==> src/rtl/lss_pkg.sv <==
// Types and codes shared by the LIFO stack with search.
package lss_pkg;

	localparam int PosWidth = 5;

	localparam logic [1:0] MODE_PUSH    = 2'd0;
	localparam logic [1:0] MODE_POP     = 2'd1;
	localparam logic [1:0] MODE_SEARCH  = 2'd2;
	localparam logic [1:0] MODE_DISPLAY = 2'd3;

	localparam logic [1:0] ST_OK        = 2'd0;
	localparam logic [1:0] ST_EMPTY     = 2'd1;
	localparam logic [1:0] ST_FULL      = 2'd2;
	localparam logic [1:0] ST_NOT_FOUND = 2'd3;

	typedef struct packed {
		logic [1:0]         mode;
		logic signed [31:0] value;
	} cmd_t;

	typedef struct packed {
		logic [1:0]          status;
		logic signed [31:0]  data_out;
		logic [PosWidth-1:0] position;
		logic                last;
	} res_t;

	typedef enum logic [1:0] {
		S_IDLE,
		S_POP,
		S_WALK
	} state_t;

endpackage

==> src/rtl/lifo_stack_with_search.sv <==
// LIFO stack of signed 32-bit values with pop, search and display walk.
//
// Command channel (cmd_valid / cmd_stall / cmd) carries mode and value; the
// result channel (res_valid / res_stall / res) returns status, data_out,
// position and a last flag on the final result of each command.
// Steps from command acceptance until its last result can be taken:
//   push, empty or full  result is registered on acceptance
//   pop                  one registered memory read, then the result
//   search               walks entries from the top until a hit or the
//                        bottom (at most the fill count), then the result
//   display              one result per entry, top to bottom
// A new command is taken after the last result loads, so back to back pushes
// run at one per cycle while res_stall is low. The walk uses one memory read
// port and one 32-bit comparator, one entry per cycle, top to bottom. One
// command is in work at a time: cmd_stall is high from acceptance until the
// command has loaded its last result, and also whenever the output register
// is full and stalled. A result waiting under res_stall holds its value;
// display and a search hit wait with it. Reset empties the stack (fill count
// zero) and drops any pending result; stored entries are not cleared.
module lifo_stack_with_search #(
	parameter int DEPTH = 16
) (
	input  logic          clk,
	input  logic          arst_n,
	input  logic          cmd_valid,
	output logic          cmd_stall,
	input  lss_pkg::cmd_t cmd,
	output logic          res_valid,
	input  logic          res_stall,
	output lss_pkg::res_t res
);
	import lss_pkg::*;

	localparam int AW = (DEPTH > 1) ? $clog2(DEPTH) : 1;
	localparam int CW = $clog2(DEPTH + 1);
	localparam logic [CW-1:0] FULL_CNT = CW'(DEPTH);

	state_t              state_q, state_d;
	logic [1:0]          mode_q;
	logic signed [31:0]  value_q;
	logic [CW-1:0]       count_q, count_d, count_m1;
	logic [AW-1:0]       ptr_q, ptr_d, rd_addr, top_addr;
	logic [PosWidth-1:0] pos_q, pos_d;
	logic signed [31:0]  rd_q;
	logic signed [31:0]  mem [DEPTH];
	logic                mem_we;
	logic                res_valid_q, res_load;
	res_t                res_q, res_d;
	logic                out_free, idle, cmd_acc;
	logic                is_empty, is_full, at_bottom, hit;

	assign out_free  = !res_valid_q || !res_stall;
	assign idle      = (state_q == S_IDLE);
	assign cmd_stall = !(idle && out_free);
	assign cmd_acc   = cmd_valid && idle && out_free;

	assign is_empty  = (count_q == '0);
	assign is_full   = (count_q == FULL_CNT);
	assign count_m1  = count_q - 1'b1;
	assign top_addr  = count_m1[AW-1:0];
	assign at_bottom = (ptr_q == '0);
	assign hit       = (rd_q == value_q);

	assign res_valid = res_valid_q;
	assign res       = res_q;

	// next state
	always_comb begin
		state_d = state_q;
		unique case (state_q)
			S_IDLE: begin
				if (cmd_acc) begin
					unique case (cmd.mode)
						MODE_PUSH:    state_d = S_IDLE;
						MODE_POP:     state_d = is_empty ? S_IDLE : S_POP;
						MODE_SEARCH,
						MODE_DISPLAY: state_d = is_empty ? S_IDLE : S_WALK;
						default:      state_d = S_IDLE;
					endcase
				end
			end
			S_POP: begin
				if (out_free)
					state_d = S_IDLE;
			end
			S_WALK: begin
				if (mode_q == MODE_SEARCH) begin
					if ((hit || at_bottom) && out_free)
						state_d = S_IDLE;
				end else if (at_bottom && out_free) begin
					state_d = S_IDLE;
				end
			end
			default: state_d = S_IDLE;
		endcase
	end

	// datapath control and result build
	always_comb begin
		res_load = 1'b0;
		res_d    = '0;
		mem_we   = 1'b0;
		count_d  = count_q;
		ptr_d    = ptr_q;
		pos_d    = pos_q;
		rd_addr  = ptr_q;
		unique case (state_q)
			S_IDLE: begin
				rd_addr = top_addr;
				ptr_d   = top_addr;
				pos_d   = PosWidth'(1);
				if (cmd_acc) begin
					res_d.last = 1'b1;
					unique case (cmd.mode)
						MODE_PUSH: begin
							res_load = 1'b1;
							if (is_full) begin
								res_d.status = ST_FULL;
							end else begin
								res_d.status = ST_OK;
								mem_we       = 1'b1;
								count_d      = count_q + 1'b1;
							end
						end
						MODE_POP: begin
							if (is_empty) begin
								res_load     = 1'b1;
								res_d.status = ST_EMPTY;
							end else begin
								count_d = count_m1;
							end
						end
						MODE_SEARCH,
						MODE_DISPLAY: begin
							if (is_empty) begin
								res_load     = 1'b1;
								res_d.status = ST_EMPTY;
							end
						end
						default: ;
					endcase
				end
			end
			S_POP: begin
				if (out_free) begin
					res_load       = 1'b1;
					res_d.status   = ST_OK;
					res_d.data_out = rd_q;
					res_d.last     = 1'b1;
				end
			end
			S_WALK: begin
				if (mode_q == MODE_SEARCH) begin
					if (hit) begin
						if (out_free) begin
							res_load       = 1'b1;
							res_d.status   = ST_OK;
							res_d.position = pos_q;
							res_d.last     = 1'b1;
						end
					end else if (at_bottom) begin
						if (out_free) begin
							res_load     = 1'b1;
							res_d.status = ST_NOT_FOUND;
							res_d.last   = 1'b1;
						end
					end else begin
						ptr_d   = ptr_q - 1'b1;
						pos_d   = pos_q + 1'b1;
						rd_addr = ptr_q - 1'b1;
					end
				end else if (out_free) begin
					res_load       = 1'b1;
					res_d.status   = ST_OK;
					res_d.data_out = rd_q;
					res_d.last     = at_bottom;
					if (!at_bottom) begin
						ptr_d   = ptr_q - 1'b1;
						pos_d   = pos_q + 1'b1;
						rd_addr = ptr_q - 1'b1;
					end
				end
			end
			default: ;
		endcase
	end

	always_ff @(posedge clk or negedge arst_n) begin
		if (!arst_n) begin
			state_q     <= S_IDLE;
			count_q     <= '0;
			res_valid_q <= 1'b0;
		end else begin
			state_q <= state_d;
			count_q <= count_d;
			if (res_load)
				res_valid_q <= 1'b1;
			else if (!res_stall)
				res_valid_q <= 1'b0;
		end
	end

	always_ff @(posedge clk) begin
		ptr_q <= ptr_d;
		pos_q <= pos_d;
		if (cmd_acc) begin
			mode_q  <= cmd.mode;
			value_q <= cmd.value;
		end
		if (res_load)
			res_q <= res_d;
	end

	// entry store: one write port, one registered read port
	always_ff @(posedge clk) begin
		if (mem_we)
			mem[count_q[AW-1:0]] <= cmd.value;
		rd_q <= mem[rd_addr];
	end

endmodule

==> config.mk <==
export PLATFORM = sky130hd
export DESIGN_NAME = lifo_stack_with_search
export DESIGN_NICKNAME = d
export VERILOG_FILES = /design/src/rtl/lss_pkg.sv /design/src/rtl/lifo_stack_with_search.sv
export SDC_FILE = /design/constraint.sdc
export NUM_CORES = 1
export LEC_CHECK = 0
export ABC_AREA = 1
export BUFFER_PORTS_ARGS = -buffer_cell sky130_fd_sc_hd__buf_2
export CELL_PAD_IN_SITES_DETAIL_PLACEMENT = 1
export CELL_PAD_IN_SITES_GLOBAL_PLACEMENT = 2
export CORE_MARGIN = 10
export CORE_UTILIZATION = 38
export CTS_CLUSTER_SIZE = 24
export DETAILED_ROUTE_END_ITERATION = 10
export GPL_TIMING_DRIVEN = 0
export PLACE_DENSITY_LB_ADDON = 0.15
export SLEW_MARGIN = 20
export SYNTH_ARGS = -nofsm -noshare
export SYNTH_HDL_FRONTEND = slang
export SYNTH_SLANG_ARGS = --single-unit
==> constraint.sdc <==
create_clock -name clk -period 4.1 [get_ports clk]
set_input_delay 0 -clock clk [delete_from_list [all_inputs] [get_ports clk]]
set_output_delay 0 -clock clk [all_outputs]
set_load 0.005 [all_outputs]
==> results of run 1 <==
==> Yosys cell counts (3+ instances only) <==
cell	count	area share (%)
a31oi_1	3	0.068
clkbuf_1	19	0.26
xor2_1	6	0.19
ha_1	11	0.50
a21oi_1	9	0.16
buf_1	12	0.16
inv_2	4	0.055
o211ai_1	3	0.082
nand2_4	3	0.12
nand3_1	596	11
nor3b_1	20	0.55
o21ai_0	16	0.29
nor2_1	56	0.76
buf_2	74	1.3
nand3b_1	61	1.7
buf_6	26	1.1
dfxtp_1	36	2.6
nor3_1	15	0.27
dfrtp_1	8	0.73
nand2_1	537	7.3
buf_4	8	0.22
edfxtp_1	591	65
or2_2	4	0.091
inv_1	376	5.1
xnor2_1	20	0.64
==> kinds of logic after synthesis <==
family                   Yosys count  share of synthesized area [%]
flip-flops                       635                          67.86
adder cells (fa/ha/maj)           11                         0.5003
XOR/XNOR                          26                         0.8278
buffers and inverters            520                          8.251
AO/OA/AOI/OAI                     36                         0.7369
AND/OR/NAND/NOR                 1298                          21.82
==> layout make-up <==
type / count / area [sq um] / area share [%]
flip-flops and latches: 635 / 18670 / 57.24
multi-input cells: 1371 / 6705 / 20.56
clock buffers: 108 / 2093 / 6.419
inverters: 381 / 1430 / 4.385
repair buffers: 143 / 1389 / 4.259
well taps: 950 / 1189 / 3.645
plain buffers: 139 / 839.6 / 2.574
clock inverters: 23 / 295.3 / 0.9055
diodes: 1 / 2.502 / 0.007673
==> cell usage in the layout, fill, tap and decap left out, drive strengths merged <==
master and count:
a21oi 9, a22oi 1, a31oi 3, buf 225, bufinv 7, clkbuf 127, clkinv 14, dfrtp 8
dfxtp 36, diode 1, dlygate4sd3 38, edfxtp 591, ha 11, inv 383, nand2 541, nand3 597
nand3b 61, nand4 2, nor2 58, nor3 15, nor3b 20, o211ai 3, o21ai 17, o22ai 2
o31ai 1, or2 4, xnor2 20, xor2 6
==> path summary, 6_finish.rpt <==
path / startpoint / to / cells past startpoint
setup / recovery: rd_q[8] / rd_q[16] / 13
hold / removal: cmd[32] / mode_q[0] / 2
setup reg to reg: rd_q[8] / rd_q[16] / 13
hold reg to reg: state_q[0] / state_q[0] / 2
max in group asynchronous: arst_n / res_valid / 3
min in group asynchronous: arst_n / count_q[2] / 3
==> routing by layer <==
layer	share of wire [%]	track usage (%)	wire (microns)
met1	42	30.37	41410
met3	7.0	4.160	6867
met4	2.5	7.242	2489
met5	0.033	0	32
met2	48	39.50	47410
==> registers in the layout (all words and copies together), names as in the netlist <==
signal / cells
ptr_q: 4
res: 40
mem: 512
value_q: 32
pos_q: 5
mode_q: 2
state_q: 2
count_q: 5
rd_q: 32
res_valid: 1
==> per-stage QoR <==
stage / setup WS [ns] / std cells / util, % / TNS [ns] / hold WS, ns
6_report: 0.04295 / 3751 / 45.54 / 0 / 0.1514
2_1_floorplan: 0.4214 / 2526 / - / 0 / -0.2956
5_1_grt: 0.04901 / 3750 / 45.54 / 0 / 0.1603
3_3_place_gp: -1.453 / 3555 / 40.63 / -615.81 / -0.1350
3_5_place_dp: 0.1603 / 3581 / 41.67 / 0 / -0.1369
4_1_cts: 0.1467 / 3750 / 45.54 / 0 / 0.1268
==> timing repair <==
action | CTS | global route
hold endpoints to repair | 565 | 0
setup endpoints to repair | 0 | 0
hold buffers | 38 | 0
setup buffers | 0 | 0
==> impl_results.md, run 1 <==
* Critical path fanouts, max at 10
* First-pass DRT Iterations at 6
* CP Cell Sequence: xnor2_1, nand2_1, nor2_1, nand2_1, nor2_1, nand3_1, nand2_1, inv_1, o21ai_2, inv_1, buf_2, nand3_1, nand2_1
* Share of post-route cells with drive strength above 1 at 12.39%
* Ys Warns at 0
* Syn_area_per_cell at 10.89 sq um
* Die Ht at 289.1 microns
* Slew margin rel. at 40.87%
* Gp weighted congestion at 0.8295
* RSZ-0062 raised after global routing: no
* Setup violators final at 0
* Ys flop type: edfxtp_1
* Worst slew pin tran at 0.8801 ns
* Clock-pin slew on the worst setup and hold paths at 0.06 ns
* Clk root buf: clkbuf_16
* Instance area at placement at 29,840 sq um
* Final hold violations at 0
* Initial Utilization at 38.41%
* GRT overflow at 0
* CP required at 4.53 ns
* Vias at 19,720
* Top Ports at 80
* Clk sink count at 635
* Max clock buf depth at 3
* DR WL/cell at 26.18 microns
* DIE AREA at 83,550 sq um
* Largest net degree at the start of global routing at 25
* CTS tree: built
* DRC at 0
* Worst skew pair latency at 0.62 ns
* Synthesis-to-layout area growth at 18.55%
* Die X at 289.1 microns
* First-pass GRT wire length at 139,800 microns
* Num CTS Buffers at 73
* Site row count at 98
* Tot GR Track Use at 23.42%
* Run status: finished, final reports clean
* Total Wirelength at 98,210 microns
* Mapped Cells at 2,526
* Nets at 2,793
* FILL cells at 7,674
* Sequential area share after synthesis at 67.86%
* Arr. time, crit path at 4.49 ns
* Mapped Nets at 2,575
* IO buf count at 79
* Yosys cell types at 34
* Layout Skew at 0.01942 ns
* Final Max Tran Viols at 0
* CTS resizes at 0
* Delay-heaviest family, CP: simple AND/OR/NAND/NOR gates
* CP Launch Type: flip-flop
* Yosys reg bits at 635
* Worst setup path category: flip-flop to flip-flop
* Via-per-instance ratio at 5.257
* DPL Wire Length at 69,140 microns
* Core footprint at 71,610 sq um
* Max incr delay on CP at 0.69 ns
* Worst hold path type: input port to flip-flop
* Antenna viol nets, final at 0
* Critical path's most frequent cell: nand2_1
* Crit. End Element: flip-flop
* Final min period at 4.057 ns
* Upper clock frequency limit at 246.5 MHz
* Max cap viols at 0
* Initial antenna violation count at 2
* Async set-or-reset flop fraction in the synthesized netlist at 1.260%
* Slowest cell on crit path: o21ai_2
* Buf/Inv on CP at 3
* Cell Area, Synth at 27,510 sq um
* CTS H-tree depth at 3
* Post-synth EDFFs at 591
* Final Cell Area at 32,610 sq um
* Vias in the first global route at 20,380
* Initial DRC count at 1,695
* Final worst-path cycle share at 98.95%
* Reg2Reg Setup Slack at 0.04 ns
Power of run 1 is left out: the tool's default activity adds up to more than one toggle a clock period on the data nets, which glitch-free logic cannot reach.
==> run 2: changes to the inputs <==
==> constraint.sdc (replaced) <==
create_clock -name clk -period 4.1 [get_ports clk]
set_input_delay 0.205 -clock clk [delete_from_list [all_inputs] [get_ports clk]]
set_output_delay 0.205 -clock clk [all_outputs]
set_load 0.005 [all_outputs]
==> run 2 against run 1 <==
Maximum frequency grew 0.44%; non-clock buffer count shrank 24; global-route usage shrank 0.069 points; clock skew is essentially flat; cell area shrank 0.73%; die area is the same; wire length shrank 0.42%; utilization shrank 0.33 points; critical path type unchanged.
==> impl_results.md, run 2 (synthesized netlist as in run 1, its figures left out) <==
* Max clock buf depth at 3
* Gp weighted congestion at 0.8295
* CP required at 4.64 ns
* Run status: finished, final reports clean
* Slowest cell on crit path: o21ai_2
* Site row count at 98
* Via-per-instance ratio at 5.234
* Layout Skew at 0.01947 ns
* Critical path's most frequent cell: nand2_1
* FILL cells at 7,681
* Worst setup path category: flip-flop to flip-flop
* Worst r2r src: rd_q[8]
* CP Launch Type: flip-flop
* First-pass DRT Iterations at 5
* Worst slew pin tran at 0.8624 ns
* IO buf count at 79
* GRT overflow at 0
* Buf/Inv on CP at 2
* RR Endpoint: rd_q[5]
* Crit. End Element: flip-flop
* Vias at 19,510
* Final Cell Area at 32,370 sq um
* Setup violators final at 0
* Antenna viol nets, final at 0
* WHS Endpoint: mem[1][3]
* Hold path start: cmd[3]
* Core footprint at 71,610 sq um
* Commonest non-fill, non-tap cell in the layout: nand3_1
* Hold Slack at 0.02700 ns
* Final Max Tran Viols at 0
* DIE AREA at 83,550 sq um
* First-pass GRT wire length at 139,300 microns
* Share of post-route cells with drive strength above 1 at 12.50%
* Initial Utilization at 38.41%
* Max cap viols at 0
* Largest register FFs at 512
* Initial DRC count at 1,700
* Top Ports at 80
* Clk sink count at 635
* Final min period at 4.039 ns
* DPL Wire Length at 69,140 microns
* Clk root buf: clkbuf_16
* Tot GR Track Use at 23.35%
* Upper clock frequency limit at 247.6 MHz
* Instance area at placement at 29,840 sq um
* Reg2Reg Setup Slack at 0.06 ns
* CTS resizes at 0
* Delay-heaviest family, CP: simple AND/OR/NAND/NOR gates
* DRC at 0
* Commonest cells after routing, fill and taps aside: nand3_1 (596), edfxtp_1 (591), nand2_1 (537)
* CTS H-tree depth at 3
* Worst skew pair latency at 0.62 ns
* Num CTS Buffers at 73
* Nets at 2,769
* Initial antenna violation count at 2
* Synthesis-to-layout area growth at 17.69%
* Vias in the first global route at 20,250
* Arr. time, crit path at 4.57 ns
* Hold path depth at 1
* Clock-pin slew on the worst setup and hold paths at 0.06 ns
* Final hold violations at 0
* Worst Reg-to-Reg Cells at 12
* RSZ-0062 raised after global routing: no
* CP Cell Sequence: xnor2_1, nand2_1, nor2_1, nand2_1, nor2_1, nand3_1, nand2_1, inv_1, o21ai_2, clkbuf_1, nand3_1, nand2_1
* CTS tree: built
* DR WL/cell at 26.23 microns
* Critical path fanouts, max at 10
* Die X at 289.1 microns
* Die Ht at 289.1 microns
* Largest net degree at the start of global routing at 25
* Max incr delay on CP at 0.67 ns
* Slew margin rel. at 42.06%
* Worst hold path type: input port to flip-flop
* Final worst-path cycle share at 98.52%
* Total Wirelength at 97,800 microns
run 2: changes by cell type in the layout (fill, tap and decap cells not counted):
cell / before / now
dlygate4sd3_1: 38 / 14
diode_2: 1 / 2
run 2: worst max-delay path by stage:
stage / from / end / cells after the start
after floorplan: res_valid / res[0] / 6
after global placement: res_valid / mem[1][7] / 8
after detailed placement: rd_q[8] / rd_q[16] / 13
after CTS: rd_q[8] / rd_q[16] / 13
after global routing: rd_q[17] / rd_q[16] / 15
final: rd_q[8] / rd_q[5] / 12
run 2: layer usage:
metal / global-route usage [%] / up-vias / part of all wire [%]
met3: 4.153 / 132 / 6.8
met1: 30.36 / 9863 / 43
met4: 7.242 / 4 / 2.4
met5: 0 / - / 0.033
met2: 39.28 / 615 / 48
li1: - / 8900 / -
run 2: final cells by class:
| type | instances | area, sq um | share of cell area [%] |
|---|---|---|---|
| antenna | 2 | 5.005 | 0.01546 |
| buffer | 139 | 839.6 | 2.593 |
| clock buffer | 108 | 2093 | 6.466 |
| clock inverter | 23 | 295.3 | 0.9121 |
| inverter | 381 | 1430 | 4.418 |
| multi-input combinational | 1371 | 6705 | 20.71 |
| sequential | 635 | 18670 | 57.66 |
| tap | 950 | 1189 | 3.672 |
| timing repair buffer | 119 | 1149 | 3.548 |
run 2: repair_timing:
| item | CTS | global route |
|---|---|---|
| hold endpoints to repair | 163 | 0 |
| hold buffers | 14 | 0 |
| buffers inserted | 0 | 0 |
run 2: through the flow:
stage	setup WS [ns]	setup TNS (ns)	util (%)	std cells
final	0.06063	0	45.21	3728
after global routing	0.04901	0	45.20	3726
after CTS	0.1467	0	45.20	3726
after detailed placement	0.1603	0	41.67	3581
after global placement	-1.453	-615.81	40.63	3555
after floorplan	0.4214	0	-	2526
run 2: worst reg2reg max path, delay by kind of cell, from the launching register on:
kind | cells | cell delay (ns)
compound gates | 1 | 0.67
xor+xnor | 1 | 0.52
buf+inv | 2 | 0.82
flops | 1 | 0.43
simple gates | 8 | 1.53
Power of run 2 is left out for the same reason.
==> run 3: changes to the inputs <==
ABC_AREA = unset   (was 1)
CORE_ASPECT_RATIO = 1.2   (was unset)
CORE_UTILIZATION = 41   (was 38)
==> run 3 against run 2 <==
Critical path depth unchanged; area after synthesis shrank 9.1%; worst setup slack gained 0.012 ns; non-clock buffer count down 16; largest cell class unchanged.
==> impl_results.md, run 3 <==
* Tot GR Track Use at 21.60%
* Cell Area, Synth at 25,000 sq um
* Delay-heaviest family, CP: simple AND/OR/NAND/NOR gates
* Die X at 245.4 microns
* Arr. time, crit path at 4.48 ns
* Commonest non-fill, non-tap cell in the layout: edfxtp_1
* Mapped Cells at 1,701
* Flop pwr share at 32.0%
* Hold path depth at 1
* Via-per-instance ratio at 5.650
* First-pass DRT Iterations at 5
* Worst setup path category: flip-flop to flip-flop
* Setup violators final at 0
* Critical Path Start: value_q[27]
* Final worst-path cycle share at 98.23%
* Antenna viol nets, final at 0
* Antenna diodes at 0
* Max cap viols at 0
* Nets at 1,948
* DRC at 0
* DPL Wire Length at 52,360 microns
* Gp weighted congestion at 0.8052
* Worst hold path type: input port to flip-flop
* Initial antenna violation count at 1
* Run status: finished, final reports clean
* Final min period at 4.028 ns
* Net switching power at 10.66 mW
* Top Ports at 80
* DIE AREA at 71,300 sq um
* Ranking of synthesized cells by area: edfxtp_1 (71%), nand3_1 (5.2%), dfxtp_1 (2.9%)
* Sw Share at 41.63%
* First-pass GRT wire length at 113,100 microns
* Largest net degree at the start of global routing at 33
* DR WL/cell at 27.96 microns
* Core footprint at 60,570 sq um
* Syn_area_per_cell at 14.70 sq um
* WP depth at 12
* Commonest cells in the netlist: edfxtp_1 (591), nand3_1 (259), nand2_1 (155)
* Total power at 25.61 mW
* Inst Count DP at 2,608
* CTS tree: built
* Num CTS Buffers at 66
* Clock power share at 23.0%
* Layout Skew at 0.03668 ns
* Hold Slack at 0.02181 ns
* RSZ-0062 raised after global routing: no
* Clk sink count at 635
* Clk root buf: clkbuf_16
* Ys Warns at 0
* Synth area leader: edfxtp_1
* Final hold violations at 0
* Worst Reg-to-Reg Cells at 12
* Yosys reg bits at 635
* Vias at 15,580
* Max clock buf depth at 3
* Share of post-route cells with drive strength above 1 at 16.16%
* Cell with the most instances after synthesis: edfxtp_1
* Site row count at 99
* CP endpoint: rd_q[1]
* Ys flop type: edfxtp_1
* Worst r2r src: value_q[27]
* Met2 Routed Length at 39,470 microns
* Max incr delay on CP at 0.46 ns
* FILL cells at 5,944
* Post-synth EDFFs at 591
* Upper clock frequency limit at 248.3 MHz
* RR Endpoint: rd_q[1]
* Metal-1 WL at 32,230 microns
* Int Pwr at 14.95 mW
* Synth top area share at 70.98%
* Commonest cells after routing, fill and taps aside: edfxtp_1 (591), nand3_1 (259), nand2_1 (155)
* Logic gate share of total power at 45.1%
* Worst vdd ir at 0.4192 mV
* Buf/Inv on CP at 3
* Reg2Reg Setup Slack at 0.07 ns
* Critical path's most frequent cell: nand4_1
* Max layer used: met5
* Vias in the first global route at 16,570
* IO buf count at 79
* Mapped Nets at 1,750
* Slowest cell on crit path: nor4_4
* Initial DRC count at 1,095
* CP Cell Sequence: xnor2_1, nand4_1, nor4_4, and2_1, buf_6, o311a_1, buf_2, clkbuf_2, o21ai_0, nand3_1, nand4_1, nor3_1
* Slew margin rel. at 27.46%
* Die Ht at 290.5 microns
* GRT overflow at 0
* Largest register FFs at 512
* CTS H-tree depth at 3
* Initial Utilization at 41.28%
* Sequential area share after synthesis at 74.66%
* PD cells at 868.0 nW/um^2
* Clock-pin slew on the worst setup and hold paths at 0.06 ns
* Yosys cell types at 58
* Synthesis-to-layout area growth at 18.00%
* Fin cells at 2,757
* Async set-or-reset flop fraction in the synthesized netlist at 1.260%
* CP Launch Type: flip-flop
* Worst slew pin tran at 1.088 ns
* Leakage at 9.956 nW
* Final Max Tran Viols at 0
* Critical path fanouts, max at 10
* Crit. End Element: flip-flop
* Wire length on met3 at 3255 microns
* Worst skew pair latency at 0.61 ns
* CP required at 4.55 ns
* Total Wirelength at 77,100 microns
[run 3: logic make-up after synthesis]
kind of cell | count (synthesis) | share of synthesized area (%)
muxes | 65 | 2.602
xor gates and xnor gates | 44 | 1.541
adders and majority gates | 11 | 0.5504
DFF | 635 | 74.66
and+or+nand+nor | 586 | 11.65
AOI/OAI and AO/OA | 235 | 6.565
buffers and inverters | 125 | 2.432
[run 3: per-stage QoR]
stage	setup TNS [ns]	setup slack, ns	util, %	instance area, sq um
6_report	0	0.07244	48.71	29510
5_1_grt	0	0.02424	48.71	29510
4_1_cts	0	0.01483	48.66	29470
3_5_place_dp	-18.52	-0.7334	44.58	27000
3_3_place_gp	-722.58	-2.206	43.61	26410
2_1_floorplan	0	0.4352	-	25010
[run 3: worst reg2reg max path, cell delays in order, from the launching register on]
cell and delay [ns]:
edfxtp_1 0.39, xnor2_1 0.38, nand4_1 0.33, nor4_4 0.46, and2_1 0.20, buf_6 0.17, o311a_1 0.35, buf_2 0.41
clkbuf_2 0.34, o21ai_0 0.14, nand3_1 0.12, nand4_1 0.13, nor3_1 0.46
[run 3: layout make-up]
cell class | instances | area, sq um | share of cell area [%]
multi-input combinational | 941 | 5953 | 20.18
sequential | 635 | 18670 | 63.27
buffer | 112 | 586.8 | 1.989
clock buffer | 93 | 1846 | 6.255
timing repair buffer | 130 | 1154 | 3.910
tap | 808 | 1011 | 3.426
clock inverter | 25 | 236.5 | 0.8015
inverter | 13 | 51.30 | 0.1739
[run 3: worst min path at each step]
stage	from	to
final	cmd[15]	mem[10][15]
after global routing	cmd[17]	mem[8][17]
after CTS	cmd[15]	mem[10][15]
after detailed placement	arst_n	res_valid
after global placement	arst_n	res_valid
after floorplan	arst_n	count_q[0]
[run 3: power by group through the flow]
| stage | clock network, mW | logic [mW] | registers (mW) |
|---|---|---|---|
| CTS | 5.98 | 11.7 | 8.19 |
| global placement | 0 | 11.1 | 8.33 |
| global route | 6.25 | 12.5 | 8.25 |
| floorplan | 0 | 6.82 | 8.23 |
| finish | 5.88 | 11.5 | 8.19 |
| detailed placement | 0 | 11.5 | 8.31 |
[run 3: layer usage]
metal / vias up / GRT usage [%]
met1: 8162 / 27.04
met4: 2 / 7.294
met2: 368 / 37.62
met5: - / 0
met3: 98 / 3.033
li1: 6948 / -
[run 3: repair_timing]
| action | CTS | global route |
|---|---|---|
| setup buffers | 5 | 0 |
| endpoints found under the setup margin | 32 | 25 |
| gates resized for setup | 18 | 24 |
| hold buffers | 26 | 0 |
| pin swaps | 2 | 0 |
| endpoints found under the hold margin | 332 | 0 |
Power figures use the tool's default switching activity.
